File: config.mk
export PLATFORM = sky130hd
export DESIGN_NAME = tphc_queue
export DESIGN_NICKNAME = d
export VERILOG_FILES = /design/src/hw/rtl/tphc_pkg.sv /design/src/hw/rtl/tphc_queue.sv
export SDC_FILE = /design/constraint.sdc
export NUM_CORES = 1
export LEC_CHECK = 0
export BUFFER_PORTS_ARGS = -buffer_cell sky130_fd_sc_hd__buf_4
export CAP_MARGIN = 20
export CORE_MARGIN = 5
export CORE_UTILIZATION = 62
export CTS_BUF_LIST = sky130_fd_sc_hd__clkbuf_4 sky130_fd_sc_hd__clkbuf_8
export DETAILED_ROUTE_END_ITERATION = 8
export PLACE_DENSITY = 0.91
export SYNTH_ARGS = -nofsm -noshare
export SYNTH_HDL_FRONTEND = slang
export SYNTH_SLANG_ARGS = --single-unit
File: constraint.sdc
create_clock -name clk -period 13.5 [get_ports clk]
set_input_delay 2.7 -clock clk [delete_from_list [all_inputs] [get_ports clk]]
set_output_delay 2.7 -clock clk [all_outputs]
set_load 0.005 [all_outputs]
File: src/hw/rtl/tphc_pkg.sv
// Package for the temperature, pressure and humidity compensation block.
// Holds the arithmetic helpers, register indexes and the queue entry type.
package tphc_pkg;

  localparam logic [2:0] REG_CAL_TEMP    = 3'd0;
  localparam logic [2:0] REG_CAL_PRESS_A = 3'd1;
  localparam logic [2:0] REG_CAL_PRESS_B = 3'd2;
  localparam logic [2:0] REG_CAL_PRESS_C = 3'd3;
  localparam logic [2:0] REG_CAL_HUM_A   = 3'd4;
  localparam logic [2:0] REG_CAL_HUM_B   = 3'd5;

  localparam logic [31:0] HUM_MAX = 32'd419430400;

  typedef struct packed {
    logic [31:0] temp;
    logic [31:0] num;
    logic [31:0] den;
    logic        neg_path;
    logic        dz;
    logic [31:0] hv;
  } tphc_item_t;

  typedef struct packed {
    logic [31:0] temp;
    logic [31:0] press;
    logic        dz;
    logic [16:0] hum;
  } tphc_res_t;

  function automatic logic [31:0] asr(input logic [31:0] x, input int s);
    asr = 32'($signed(x) >>> s);
  endfunction

  function automatic logic [31:0] mul(input logic [31:0] a, input logic [31:0] b);
    logic [63:0] p;
    p = a * b;
    mul = p[31:0];
  endfunction

  function automatic logic [31:0] sx16(input logic [15:0] x);
    sx16 = {{16{x[15]}}, x};
  endfunction

endpackage

File: src/hw/rtl/tphc_queue.sv
// Short queue between the front and back parts.
// Depends on tphc_pkg for the entry type.
module tphc_queue #(
  parameter int DEPTH = 8
) (
  input  logic                 clk,
  input  logic                 rst,
  input  logic                 wr,
  input  tphc_pkg::tphc_item_t wdata,
  input  logic                 rd,
  output tphc_pkg::tphc_item_t rdata,
  output logic                 empty,
  output logic [$clog2(DEPTH+1)-1:0] count
);
  import tphc_pkg::*;

  localparam int AW = $clog2(DEPTH);
  tphc_item_t mem [DEPTH];
  logic [AW-1:0] wp, rp;

  always_ff @(posedge clk) begin
    if (rst) begin
      wp <= '0;
      rp <= '0;
      count <= '0;
    end else begin
      if (wr) wp <= wp + 1'b1;
      if (rd) rp <= rp + 1'b1;
      count <= count + (($clog2(DEPTH+1))'(wr)) - (($clog2(DEPTH+1))'(rd));
    end
  end

  always_ff @(posedge clk) begin
    if (wr) mem[wp] <= wdata;
  end

  assign rdata = mem[rp];
  assign empty = (count == '0);
endmodule

==> results.toml <==
[status]
status = "finished clean"

[clocking]
cts_resized = 0
clk_pin_slew_ns = 0.05
htree_num_levels = 4
cts.sinks = 1053
postCtsSetupRepairBufs = 0
clk_path_buf_depth = 3
numCtsBuffers = 159
root_buffer = "clkbuf_8"
hold_buffers = 0
cts_tree = "done"
clkLatencyLatePin_ns = 0.78

[layout]
seq_area_um2 = 31500
fillers = 3353
nets = 2097
drive_above_1_share = 0.4331
multi_input_area_um2 = 7901
syn2layout_area_growth_pct = 14.75
layout.cells.non_filler = 2932

[worst_setup_path]
crit_cells = 4
crit_path_top_delay_cell = "dfxtp_4"
worstPathRequired_ns = 10.80
crit_buf_inv = 2
critPathTopFamily = "multiplexers"
ff2ff_path_depth = 3
r2r-end = "mem[2][92]"
crit_path_end_kind = "output pin"
startpoint_type = "register"
cp.arrival_ns = 3.60
cpPeakStageDelay_ns = 0.73
r2r_start = "wp[0]"
ff2ff_setup_slack_ns = 10.55
cp_cell_sequence = "buf_12 -> mux4_1 -> mux2_2 -> buf_4"
worstSetupPathType = "reg -> out"
worstPathMaxFanout = 122

[placement]
io_buffers = 268
gp_congestion = 0.7130
dp.cells = 2649
post-place-ws_ns = 7.998
dpl.hpwl_um = 44280

[floorplan]
coreArea_um2 = 64120
pin_count = 269
die_x_um = 263.9
num_rows = 93
die_h_um = 263.9
initial_utilization = 0.6233
die-area_um2 = 69630

[timing]
rsz0062_at_grt = "false"
fmax_mhz = 158.6
tightest_slew_ns = 1.209
finalCritPeriodShare = 0.4670
hold_viol = 0
slew_viol_final = 0
skew_ns = 0.04179
setup_tns_ns = 0
setup_viol = 0
relSlewSlack = 0.1939
setup_slack_ns = 7.196
min_period_ns = 6.304

[drt]
initialDrtViolationCount = 1657
wl_um = 80310
wl_per_cell_um = 27.39
vias_per_cell = 6.146
num_vias = 18019
drc_errors = 0
drt_pass1_iterations = 7
ant_nets = 0

[power]
peakVddDrop_mv = 0.1152
power_density_nw_per_um2 = 147.5
p_leak_uw = 0.01482

[hold_path]
min_to = "rp[2]"
whs_path_depth = 2
hp-class = "reg -> reg"
hold_start = "rp[2]"

[global_routing]
grt_overflow = 0
grt_pass1_wl_um = 120700
grt.total_usage = 0.2328
antenna_found_initial = 12
grt_pass1_vias = 19641
grt_max_degree = 123

[yosys]
syn_area_um2 = 39960
netlist_instances = 1570
synth.net_count = 1712
syn_avg_cell_area_um2 = 25.45
seq_area_frac_synth = 0.7880
ys_warn_count = 0
ys_ff_latch = 1053
ys_types = 25

[job]
drv_cap = 0
-- synth_stat cells --
master / count / area (µm²)
edfxtp_1: 1040 / 31230
mux4_2: 204 / 4594
mux2_2: 130 / 1464
mux4_1: 56 / 1471
clkbuf_1: 28 / 105.1
buf_12: 16 / 320.3
nor2_1: 15 / 56.30
buf_1: 13 / 48.80
dfxtp_1: 13 / 260.3
buf_2: 9 / 45.04
buf_6: 7 / 78.83
ha_1: 7 / 87.58
inv_1: 7 / 26.28
nand2b_1: 5 / 31.28
nand2_1: 4 / 15.01
a21oi_1: 3 / 15.01
xor2_1: 3 / 26.28
mux2i_1: 2 / 20.02
nor3_1: 2 / 10.01
a31o_2: 1 / 8.760
and3_1: 1 / 6.260
fa_1: 1 / 20.02
nand3_1: 1 / 5.000
nor2b_1: 1 / 6.260
xnor2_1: 1 / 8.760
-- routing by layer --
| metal | track usage | part of all wire | vias to the layer above |
|---|---|---|---|
| met5 | 0 | 0.00090 | - |
| met4 | 0.07483 | 0.020 | 12 |
| met3 | 0.06231 | 0.082 | 127 |
| met2 | 0.3931 | 0.53 | 844 |
| met1 | 0.3024 | 0.37 | 9455 |
| li1 | - | - | 7581 |
-- placed cells by master, fill, tap and decap left out, types with 3 or more instances in the layout --
master	instances
clkinv_1	23
mux2_2	130
clkinv_2	18
nand2_1	4
nor2_4	6
buf_4	295
xor2_1	3
edfxtp_1	1040
diode_2	6
inv_1	7
ha_1	7
a21oi_1	3
mux4_1	56
dfxtp_4	3
bufinv_16	4
clkbuf_4	59
dfxtp_1	10
mux4_2	204
clkbuf_8	163
nand2b_1	5
inv_8	3
nor2_1	9
clkinvlp_4	4
-- state kept, by name, summed over array words and instances, names as in the netlist, named ones only --
signal,count
wp,3
mem,1040
count,4
rp,3
-- final cells by class --
type / instances / share of cell area
Sequential cell: 1053 / 0.6870
Multi-Input combinational cell: 437 / 0.1723
Clock buffer: 222 / 0.05858
Timing Repair Buffer: 297 / 0.04917
Tap cell: 855 / 0.02333
Clock inverter: 55 / 0.008759
Inverter: 7 / 0.0005730
Antenna cell: 6 / 0.0003274
-- power by group --
group          switching, µW  leakage (µW)  internal [µW]
logic                    255       0.00362            290
clock network           1160       0.00164           1360
registers               29.6       0.00956           3670
-- worst min-delay path, stage by stage (launching register included) --
cell and delay, ns:
dfxtp_1 0.32, xor2_1 0.06, nor2_1 0.11
-- cells by family (layout without fill, tap and decap cells) --
logic type | after synthesis | in the layout | synth area share
xor+xnor | 4 | 4 | 0.0008769
buf+inv | 80 | 581 | 0.01562
mux | 392 | 392 | 0.1889
other cells | 0 | 6 | 0
flops | 1053 | 1053 | 0.7880
simple gates | 29 | 29 | 0.003256
fa+ha+maj | 8 | 8 | 0.002693
compound gates | 4 | 4 | 0.0005948
-- per-stage QoR --
stage	power, µW	utilization	instance area (µm²)	hold slack (ns)
6_report	6763	0.7152	45860	0.5409
4_1_cts	6827	0.7150	45840	0.5378
3_3_place_gp	4283	0.6668	42750	0.4842
2_1_floorplan	4083	-	39960	0.4748
5_1_grt	7028	0.7151	45850	0.5645
3_5_place_dp	4313	0.6668	42750	0.5244
-- worst max path at each step --
stage                  start    endpoint  slack, ns
finish              register  rdata[108]       7.20
global route        register  rdata[108]       6.85
CTS                 register  rdata[108]       7.10
detailed placement  register  rdata[117]       8.00
global placement    register  rdata[114]       8.04
floorplan                 wr   mem[0][0]       1.14
No activity file was read; power rests on OpenSTA's default activity.
